--- src/rtl/null_symbol_frame_sync_assert.svh ---
// Assertion macros shared by the frame sync modules.
`ifndef NULL_SYMBOL_FRAME_SYNC_ASSERT_SVH
`define NULL_SYMBOL_FRAME_SYNC_ASSERT_SVH

// Condition holds at every clock edge outside reset.
`define NSFS_ASSERT_ALWAYS(label, clk, rst_n, cond) \
    label: assert property (@(posedge clk) disable iff (!rst_n) (cond)) \
        else $error("frame sync assertion failed");

// Consequent holds at the same edge as the antecedent.
`define NSFS_ASSERT_IMPLY(label, clk, rst_n, ante, cons) \
    label: assert property (@(posedge clk) disable iff (!rst_n) (ante) |-> (cons)) \
        else $error("frame sync assertion failed");

`endif

--- src/rtl/nsfs_pkg.sv ---
// Types and constants shared by the null symbol frame sync modules.
package nsfs_pkg;

    localparam int SAMPLE_W   = 16;
    localparam int PWR_W      = 2 * SAMPLE_W;
    localparam int NL_W       = 13;
    localparam int LOOK_W     = 7;
    localparam int FALL_W     = 13;
    localparam int CFG_IDX_W  = 2;
    localparam int CFG_DATA_W = 13;
    localparam int FIFO_DEPTH = 4;
    localparam int FIFO_AW    = 2;

    localparam logic [FALL_W-1:0] FALL_MAX = 13'd8191;
    localparam logic [NL_W-1:0]   NL_RESET = 13'd2656;
    localparam logic [LOOK_W-1:0] LA_RESET = 7'd16;

    localparam logic [CFG_IDX_W-1:0] CFG_NULL_LENGTH = 2'd0;
    localparam logic [CFG_IDX_W-1:0] CFG_CMP_DIST    = 2'd1;

    typedef logic signed [SAMPLE_W-1:0] t_sample;

    typedef struct packed {
        t_sample            sample_i;
        t_sample            sample_q;
        logic [PWR_W-1:0]   pwr;
    } t_front_word;

    typedef struct packed {
        logic [NL_W-1:0]    null_length;
        logic [LOOK_W-1:0]  cmp_dist;
        logic               clear;
    } t_cfg;

endpackage

--- src/rtl/nsfs_fifo.sv ---
// Short queue between the power front end and the detection back end.
`include "null_symbol_frame_sync_assert.svh"

module nsfs_fifo
    import nsfs_pkg::*;
(
    input  logic        i_clk,
    input  logic        i_rst_n,
    input  logic        i_push_valid,
    input  t_front_word i_push_data,
    output logic        o_push_ready,
    output logic        o_pop_valid,
    output t_front_word o_pop_data,
    input  logic        i_pop_ready
);

    t_front_word          r_mem [FIFO_DEPTH];
    logic [FIFO_AW-1:0]   r_wr;
    logic [FIFO_AW-1:0]   r_rd;
    logic [FIFO_AW:0]     r_count;
    logic                 push;
    logic                 pop;

    assign o_push_ready = (r_count != (FIFO_AW + 1)'(FIFO_DEPTH));
    assign o_pop_valid  = (r_count != '0);
    assign o_pop_data   = r_mem[r_rd];
    assign push         = i_push_valid && o_push_ready;
    assign pop          = i_pop_ready && o_pop_valid;

    always_ff @(posedge i_clk) begin
        if (push) begin
            r_mem[r_wr] <= i_push_data;
        end
    end

    always_ff @(posedge i_clk) begin
        if (!i_rst_n) begin
            r_wr    <= '0;
            r_rd    <= '0;
            r_count <= '0;
        end else begin
            if (push) begin
                r_wr <= r_wr + 1'b1;
            end
            if (pop) begin
                r_rd <= r_rd + 1'b1;
            end
            if (push && !pop) begin
                r_count <= r_count + 1'b1;
            end else if (pop && !push) begin
                r_count <= r_count - 1'b1;
            end
        end
    end

    `NSFS_ASSERT_ALWAYS(a_fifo_count_range, i_clk, i_rst_n, r_count <= (FIFO_AW + 1)'(FIFO_DEPTH))
    `NSFS_ASSERT_IMPLY(a_fifo_empty_ptrs, i_clk, i_rst_n, r_count == '0, r_wr == r_rd)
    `NSFS_ASSERT_IMPLY(a_fifo_full_ptrs, i_clk, i_rst_n, !o_push_ready, r_wr == r_rd)

endmodule

--- config.mk ---
export PLATFORM = sky130hd
export DESIGN_NAME = nsfs_fifo
export DESIGN_NICKNAME = d
export VERILOG_FILES = /design/src/rtl/nsfs_pkg.sv /design/src/rtl/nsfs_fifo.sv
export VERILOG_INCLUDE_DIRS = /design/src /design/src/rtl
export SDC_FILE = /design/constraint.sdc
export NUM_CORES = 1
export LEC_CHECK = 0
export BUFFER_PORTS_ARGS = -buffer_cell sky130_fd_sc_hd__buf_2
export CAP_MARGIN = 0
export CORE_UTILIZATION = 51
export DETAILED_ROUTE_END_ITERATION = 10
export GPL_TIMING_DRIVEN = 1
export PLACE_DENSITY = 0.75
export SLEW_MARGIN = 10
export SYNTH_ARGS = -nofsm -noshare
export SYNTH_HDL_FRONTEND = slang
export SYNTH_SLANG_ARGS = --single-unit
--- constraint.sdc ---
create_clock -name i_clk -period 2.9 [get_ports i_clk]
set_input_delay 0.29 -clock i_clk [delete_from_list [all_inputs] [get_ports i_clk]]
set_output_delay 0.29 -clock i_clk [all_outputs]
set_load 0.01 [all_outputs]
After elaboration in Yosys (flattened, before gate mapping)
Memory sizes are Yosys's and may differ from the RTL's. A register that Yosys moved wholly into a read port is not among the register bits.
Cells that the tools add are included.

storage, ports and cells
  bits in registers = 7
  latch bits = 0
  RAM bits = 256
  memory bits (read-only) = 0
  bits of input ports = 68
  output and inout port bits = 66
  logic and storage cells = 23
  memories = 1

cells by class
  add/sub/neg operators = 4
  $mul = 0
  divide/modulo/power cells = 0
  $lt $le $gt $ge = 0
  equality and inequality tests = 1
  shifts and indexed selects = 0
  mux-type cells = 6
  bitwise logic cells = 0
  reduce and logical (&&, ||, !) cells = 8

memories
  memory  depth  bits a word  rd ports  clocked after memory_dff  wr ports  RTL line         text
  r_mem   4      64           1         1                         1         nsfs_fifo.sv:17  t_front_word r_mem [FIFO_DEPTH];

operator list
  cell                   count
  $mux W3                2
  $add A2 B1 Y2 const B  2
  $logic_and A1 B1 Y1    4
  $mux W2                2
  $add A3 B1 Y3 const B  1
  $ne A3 B3 Y1 const B   1
  $reduce_bool A3 Y1     1
  $sub A3 B1 Y3 const B  1
  $logic_not A1 Y1       2
  $mux W1                2
  $reduce_bool A2 Y1     1

Longest topological paths before layout
Gate-level depths: netlist of run 1.

  depth in word-level cells = 6
  mapped depth = 8
  depth with buffers taken out = 8

Worst setup path before layout of run 1
No wires, ideal clock.

  path kind = flip-flop to flip-flop
  start point = register r_count[0]
  end point = memory r_mem[2][0] (netlist name) (enable)
  library setup time = 0.429 ns
  arrival = 2.349 ns
  data required time = 2.471 ns
  path slack = 0.122 ns
  stages on the path, launching flop included = 4
  buffers on the path = 0
  clock period less this slack = 2.778 ns
  cell sequence = dfxtp_1 > nor2_1 > a21boi_2 > and2_1

between the ends
  cells in the longest elaborated chain, start to end = 4

ends and longest elaborated chain
  element                        RTL line         text
  from (decl)                    nsfs_fifo.sv:20  logic [FIFO_AW:0] r_count;
  from (signal assigned)         nsfs_fifo.sv:49  r_count <= r_count + 1'b1;
  from (signal assigned)         nsfs_fifo.sv:51  r_count <= r_count - 1'b1;
  $ne A3 B3 Y1                   nsfs_fifo.sv:24  assign o_push_ready = (r_count != (FIFO_AW + 1)'(FIFO_DEPTH));
  $logic_and A1 B1 Y1            nsfs_fifo.sv:27  assign push = i_push_valid && o_push_ready;
  named net push                 nsfs_fifo.sv:21  logic push;
  $mux W1                        nsfs_fifo.sv:31  if (push) begin
  $mux W1 (implied by the code)  nsfs_fifo.sv:32  r_mem[r_wr] <= i_push_data;
  to (decl)                      nsfs_fifo.sv:17

The timed path passes the listed nets, and every way through them passes these cells.

==> results of run 1 <==
## path summary, 6_finish.rpt
path	depth (start not counted)	slack, ns	to
min	2	0.11	register
max	3	0.46	o_pop_data[14]
min reg2reg	2	0.50	r_wr[1]
max reg2reg	8	0.56	r_count[2]
## through the flow
stage / setup slack, ns / area, µm² / instances / util
6_report: 0.465 / 12200 / 858 / 0.651
5_1_grt: 0.323 / 12200 / 858 / 0.651
4_1_cts: 0.379 / 12200 / 858 / 0.651
3_5_place_dp: 0.579 / 10700 / 745 / 0.572
3_3_place_gp: 0.710 / 10700 / 745 / 0.572
2_1_floorplan: 0.122 / 9790 / 382 / -
## layout make-up
cell class | count | area, µm²
fill | 1258 | 6550
inverter | 3 | 11.3
clock buffer | 34 | 702
clock inverter | 15 | 131
sequential | 265 | 7880
multi-input combinational | 99 | 1750
tap | 234 | 293
timing repair buffer | 208 | 1450
## what timing repair did
action	4_1_cts	5_1_grt
endpoints found under the hold margin	256	0
buffers inserted	0	0
gates resized for setup	0	0
hold buffers	64	0
setup endpoints to repair	0	0
## per-layer routing
| metal | track usage | wire [µm] |
|---|---|---|
| met3 | 0.0366 | 1020 |
| met4 | 0.0475 | 297 |
| met1 | 0.226 | 7090 |
| met2 | 0.318 | 8940 |
| met5 | 0 | 0 |
## sequential cells by signal, indices dropped and copies added, names as in the netlist, named ones only
register / flops
r_mem: 256
r_count: 3
r_rd: 2
r_wr: 2
## cell families (layout without fill, tap and decap cells)
logic type,Yosys count,count (layout),share of synthesized area
DFF,265,265,0.804
buffers and inverters,18,260,0.0185
xor gates and xnor gates,4,4,0.00358
AOI/OAI and AO/OA,5,5,0.00460
and+or+nand+nor,17,17,0.00933
adders and majority gates,6,6,0.00844
muxes,67,67,0.152
## critical path, cell delays in order, from the launching register on
cell	delay (ns)
dfxtp_4	0.57
buf_4	0.35
mux4_2	0.55
buf_2	0.16
## cells in the final DEF (no fill, tap or decap), drive strengths merged, types with 3 or more instances in the layout
cell type,synthesis,layout
dfxtp,9,9
clkinvlp,0,3
inv,3,3
dlygate4sd3,0,64
nand2,5,5
mux2i,3,3
clkinv,0,10
clkbuf,2,34
edfxtp,256,256
and2,8,8
mux4,64,64
xnor2,3,3
ha,5,5
buf,13,144
## power groups by stage
stage                     Sequential (mW)  Combinational [mW]  Clock (mW)
after floorplan                      4.82                1.69           0
after global placement               4.92                2.25           0
after detailed placement             4.96                2.28           0
after CTS                            4.88                2.36        3.30
after global routing                 4.91                2.50        3.43
final                                4.86                2.31        3.22
==> Implementation_results.wiki, run 1 <==
{| class="wikitable"
! Metric !! Value
|-
| Setup repair after global routing missed its margin || no
|-
| Max FO, Critical Path || 17
|-
| Portion of the post-synthesis area used by sequential elements || 0.804
|-
| Worst voltage drop across the vdd grid || 0.601 mV
|-
| Count of H-tree levels built during CTS || 1
|-
| Cell Int Power || 7.74 mW
|-
| Total Routing Usage GR || 0.179
|-
| Area growth from synthesis to layout || 24.8%
|-
| Horiz. Die Dim || 141 µm
|-
| Pin count of the biggest net entering global routing || 43
|-
| Post-synthesis net count || 456
|-
| Fin Hold WS || 0.110 ns
|-
| Syn Inst Count || 382
|-
| Flop pwr share || 0.468
|-
| Crit. End Element || output pin
|-
| Global-route wire length before repair || 26600 µm
|-
| TritonCTS clock tree || yes
|-
| Critical path class || register to output pin
|-
| Initial Util || 0.522
|-
| Number of enable-type register cells in the synthesized netlist || 256
|-
| Worst slew margin relative to its limit || 0.631
|-
| Vias after detailed routing || 4641
|-
| NetSw || 2.65 mW
|-
| Setup tns final || 0 ns
|-
| CP required || 2.61 ns
|-
| Synthesis warning total || 0
|-
| Register clock-pin slew on the reported worst setup and hold paths || 0.06 ns
|-
| Primary FF master, synth || edfxtp_1
|-
| Cell taking the most area after synthesis || edfxtp_1
|-
| Clk_skew || 0.00758 ns
|-
| Final wirelength || 17300 µm
|-
| Net Sw Frac || 0.255
|-
| Input/output buffers || 133
|-
| Final setup violation count || 0
|-
| Transition time at the pin with the least slew margin || 0.554 ns
|-
| Most instantiated cells after synthesis || edfxtp_1 (256), mux4_2 (60), dfxtp_1 (9)
|-
| DIE AREA || 0.0198 mm²
|-
| Remaining global-route overflow || 0
|-
| Final weighted congestion in routability-driven placement || 0.755
|-
| Cell area after technology mapping || 0.00979 mm²
|-
| Outcome || finished clean
|-
| Final worst-path cycle share || 0.840
|-
| Startpoint types || register
|-
| Latest clock arrival within the worst-skew pair || 0.51 ns
|-
| Number of inserted diodes || 0
|-
| Async S/R FF share, synth || 0
|-
| Total power density per cell area || 851 mW/mm²
|-
| Data arrival time of the critical path || 2.15 ns
|-
| Portion of total power attributed to combinational logic || 0.223
|-
| Fraction of synthesized cell area taken by the top area cell type || 0.785
|-
| Average footprint of a synthesized cell || 25.6 µm²
|-
| Number of antenna-violating nets in the routed design || 0
|-
| Hold Startpoint || i_rst_n
|-
| Detailed-routing iteration count for the pre-antenna-repair pass || 4
|-
| Fraction of layout instances using a drive strength above 1 || 0.396
|-
| Seq cells post-synth || 265
|-
| Number of violations reported at the end of detailed-routing iteration 0 || 274
|-
| Standby leakage power || 4.17 nW
|-
| Final min period || 2.44 ns
|-
| Final HPWL from detailed placement || 10200 µm
|-
| Library cell used as clock root buffer || clkbuf_16
|-
| # nets final || 678
|-
| Synth cell types || 25
|-
| Routed wire per std cell || 20.2 µm
|-
| Startpoint of the worst register-to-register path || r_count[0]
|-
| Max Root-Sink Buffers || 3
|-
| Clock buffer count from CTS || 27
|-
| Final Power || 10.4 mW
|-
| Number of cell rows || 50
|-
| Clock sink count || 265
|-
| DRC violations left || 0
|-
| Vert. Die Dim || 141 µm
|-
| Part of the total power dissipated in the clock network || 0.310
|-
| Drt via density || 5.41
|-
| Placeable core area || 0.0188 mm²
|-
| Peak clock frequency supported by timing || 0.411 GHz
|-
| # IOs || 134
|-
| Initial antenna violation count || 0
|-
| Count of max-cap constraint violations || 0
|-
| Final hold violation count || 0
|-
| Cell with the most instances after synthesis || edfxtp_1
|-
| Main area contributors after synthesis || edfxtp_1 (79%), mux4_2 (14%), dfxtp_1 (1.8%)
|-
| Min-Delay Path Class || primary input to register
|-
| Number of global-route vias before repair || 5060
|-
| Max Slew Vio Count || 0
|}
(Power assumes the default switching activity.)
==> inputs of run 2 (changes only) <==
- clock period: 2.9 -> 2.2 ns (I/O delays scaled with it)
==> run 2 against run 1 <==
Against the previous run: hold slack got worse by 0.064 ns; design area increased by 1.3%; cell count is 0.93% higher; sequential power rose by 30%; critical endpoint is now o_pop_data[58]; largest cell class unchanged; largest power group unchanged; highest routed layer unchanged.
==> Implementation_results.wiki, run 2 (synthesis results as in run 1) <==
{| class="wikitable"
! Metric !! Value
|-
| Outcome || finished clean
|-
| Flip-flop count of the largest register after layout || 256 (unchanged)
|-
| Largest registers ranked by flip-flop count || r_mem (256), r_count (3)
|-
| FF+latch area || 0.00788 mm² (about the same)
|-
| Clock buffer count from CTS || 27 (unchanged)
|-
| Crit. End Element || output pin
|-
| TritonCTS clock tree || yes
|-
| Total power density per cell area || 1130 mW/mm² (+33%)
|-
| Area growth from synthesis to layout || 26.4%
|-
| # nets final || 687 (+1.3%)
|-
| # IOs || 134 (unchanged)
|-
| Count of H-tree levels built during CTS || 1 (unchanged)
|-
| Leading cell type in the layout, fill and taps excluded || edfxtp_1
|-
| Count of max-cap constraint violations || 0 (unchanged)
|-
| Initial antenna violation count || 0 (unchanged)
|-
| Startpoint types || register
|-
| Number of global-route vias before repair || 4983 (-1.5%)
|-
| Remaining global-route overflow || 0 (unchanged)
|-
| Final min period || 2.12 ns
|-
| Number of inserted diodes || 0 (unchanged)
|-
| Placeable core area || 0.0188 mm² (unchanged)
|-
| Worst setup slack before clock tree synthesis || 0.0377 ns (-0.542 ns)
|-
| Sum of met3 wire segment lengths after detailed routing || 737 µm (-28%)
|-
| DIE AREA || 0.0198 mm² (unchanged)
|-
| Min-Delay Path Class || primary input to register
|-
| Total Routing Usage GR || 0.182 (+0.00244)
|-
| Largest register by flop count || r_mem
|-
| Standby leakage power || 4.25 nW (+1.9%)
|-
| Final setup violation count || 0 (unchanged)
|-
| Final worst-path cycle share || 0.963
|-
| Final hold violation count || 0 (unchanged)
|-
| Drt via density || 5.36 (-0.90%)
|-
| Wire length the detailed router placed on met1 || 7220 µm (+1.8%)
|-
| Input/output buffers || 133 (unchanged)
|-
| Number of inserted filler cells in the final layout || 1252 (-0.48%)
|-
| Register clock-pin slew on the reported worst setup and hold paths || 0.05 ns (about the same)
|-
| Clk_skew || 0.00561 ns (-0.00197 ns)
|-
| Initial Util || 0.522 (unchanged)
|-
| DRC violations left || 0 (unchanged)
|-
| Number of violations reported at the end of detailed-routing iteration 0 || 242 (-12%)
|-
| Final weighted congestion in routability-driven placement || 0.755 (about the same)
|-
| Most frequent cells in the layout || edfxtp_1 (256), buf_2 (133), dlygate4sd3_1 (64)
|-
| Fraction of layout instances using a drive strength above 1 || 0.407 (+0.0108)
|-
| Max Slew Vio Count || 0 (unchanged)
|-
| Number of cell rows || 50 (unchanged)
|-
| Setup repair after global routing missed its margin || no
|-
| Global-route wire length before repair || 26800 µm (+0.47%)
|-
| Met2 layer wire length in the routed design || 8770 µm (-1.9%)
|-
| Final wirelength || 17200 µm (-0.63%)
|-
| Worst voltage drop across the vdd grid || 0.830 mV (+38%)
|-
| Library cell used as clock root buffer || clkbuf_16
|-
| Worst slew margin relative to its limit || 0.751 (+0.120)
|-
| Highest metal layer with signal wires || met4
|-
| Max FO, Critical Path || 12 (-5)
|-
| Detailed-routing iteration count for the pre-antenna-repair pass || 4 (unchanged)
|-
| Transition time at the pin with the least slew margin || 0.368 ns (-0.186 ns)
|-
| Clock sink count || 265 (unchanged)
|-
| Vias after detailed routing || 4642 (+0.022%)
|-
| Vert. Die Dim || 141 µm (unchanged)
|-
| Startpoint of the worst register-to-register path || r_count[1]
|-
| Final HPWL from detailed placement || 10000 µm (-2.0%)
|-
| Least setup slack across all paths after layout || 0.0813 ns (-0.383 ns)
|-
| Setup tns final || 0 ns (unchanged)
|-
| Latest clock arrival within the worst-skew pair || 0.51 ns (about the same)
|-
| Hold Startpoint || i_rst_n
|-
| Multi-input gate area || 0.00176 mm² (+0.50%)
|-
| Pin count of the biggest net entering global routing || 44 (+2.3%)
|-
| Peak clock frequency supported by timing || 0.472 GHz
|-
| Routed wire per std cell || 19.9 µm (-1.5%)
|-
| Number of antenna-violating nets in the routed design || 0 (unchanged)
|-
| Max Root-Sink Buffers || 3 (unchanged)
|-
| Data arrival time of the critical path || 1.90 ns (-0.25 ns)
|-
| Horiz. Die Dim || 141 µm (unchanged)
|-
| CP required || 1.98 ns (-0.63 ns)
|-
| Critical path class || register to output pin
|}
run 2: cell count changes in the layout (fill, tap and decap cells not counted), moves of 2 or more:
cell and change:
buf_12 +7, clkbuf_1 +4, clkbuf_8 +4, clkinv_1 -4, clkinvlp_4 -3, buf_4 +2, dfxtp_1 -2, dfxtp_2 +2
run 2: worst paths after layout:
check	to	slack [ns]	depth (start not counted)
max	o_pop_data[58]	0.08	4
min	register	0.05	2
max reg2reg	r_count[2]	0.09	8
min reg2reg	r_wr[1]	0.50	2
run 2: timing repair:
item,4_1_cts,5_1_grt
resized for setup,0,3
endpoints found under the hold margin,256,0
hold buffers,64,0
setup buffers,3,0
endpoints found under the setup margin,44,1
run 2: report_power, final:
part           internal, mW  switching [mW]  total [mW]
Sequential             6.14           0.203        6.34
Combinational          1.80            1.62        3.42
Clock                  2.51            1.69        4.20
run 2: area by class of cell:
cell class | instances | area share
inverter | 3 | 0.000910
tap | 234 | 0.0237
clock inverter | 6 | 0.00445
timing repair buffer | 217 | 0.130
multi-input combinational | 99 | 0.142
clock buffer | 42 | 0.0624
sequential | 265 | 0.637
run 2: per-layer routing:
metal	GRT usage	vias up
met3	0.0342	37
met1	0.234	2395
met4	0.0572	0
met5	0	-
met2	0.315	117
li1	-	2093
run 2: worst max-delay path, stage by stage, from the launching register on:
cell,delay (ns)
dfxtp_4,0.39
buf_12,0.18
buf_12,0.14
mux4_2,0.50
buf_2,0.16
run 2: per-stage QoR:
step	hold WS [ns]	instance area (µm²)	util	power (mW)	instances
2_1_floorplan	0.319	9790	-	8.57	382
3_3_place_gp	0.428	10800	0.578	9.62	751
3_5_place_dp	0.437	10800	0.578	9.72	751
4_1_cts	0.0306	12400	0.659	14.1	866
5_1_grt	0.0528	12400	0.659	14.6	866
6_report	0.0455	12400	0.659	14.0	866
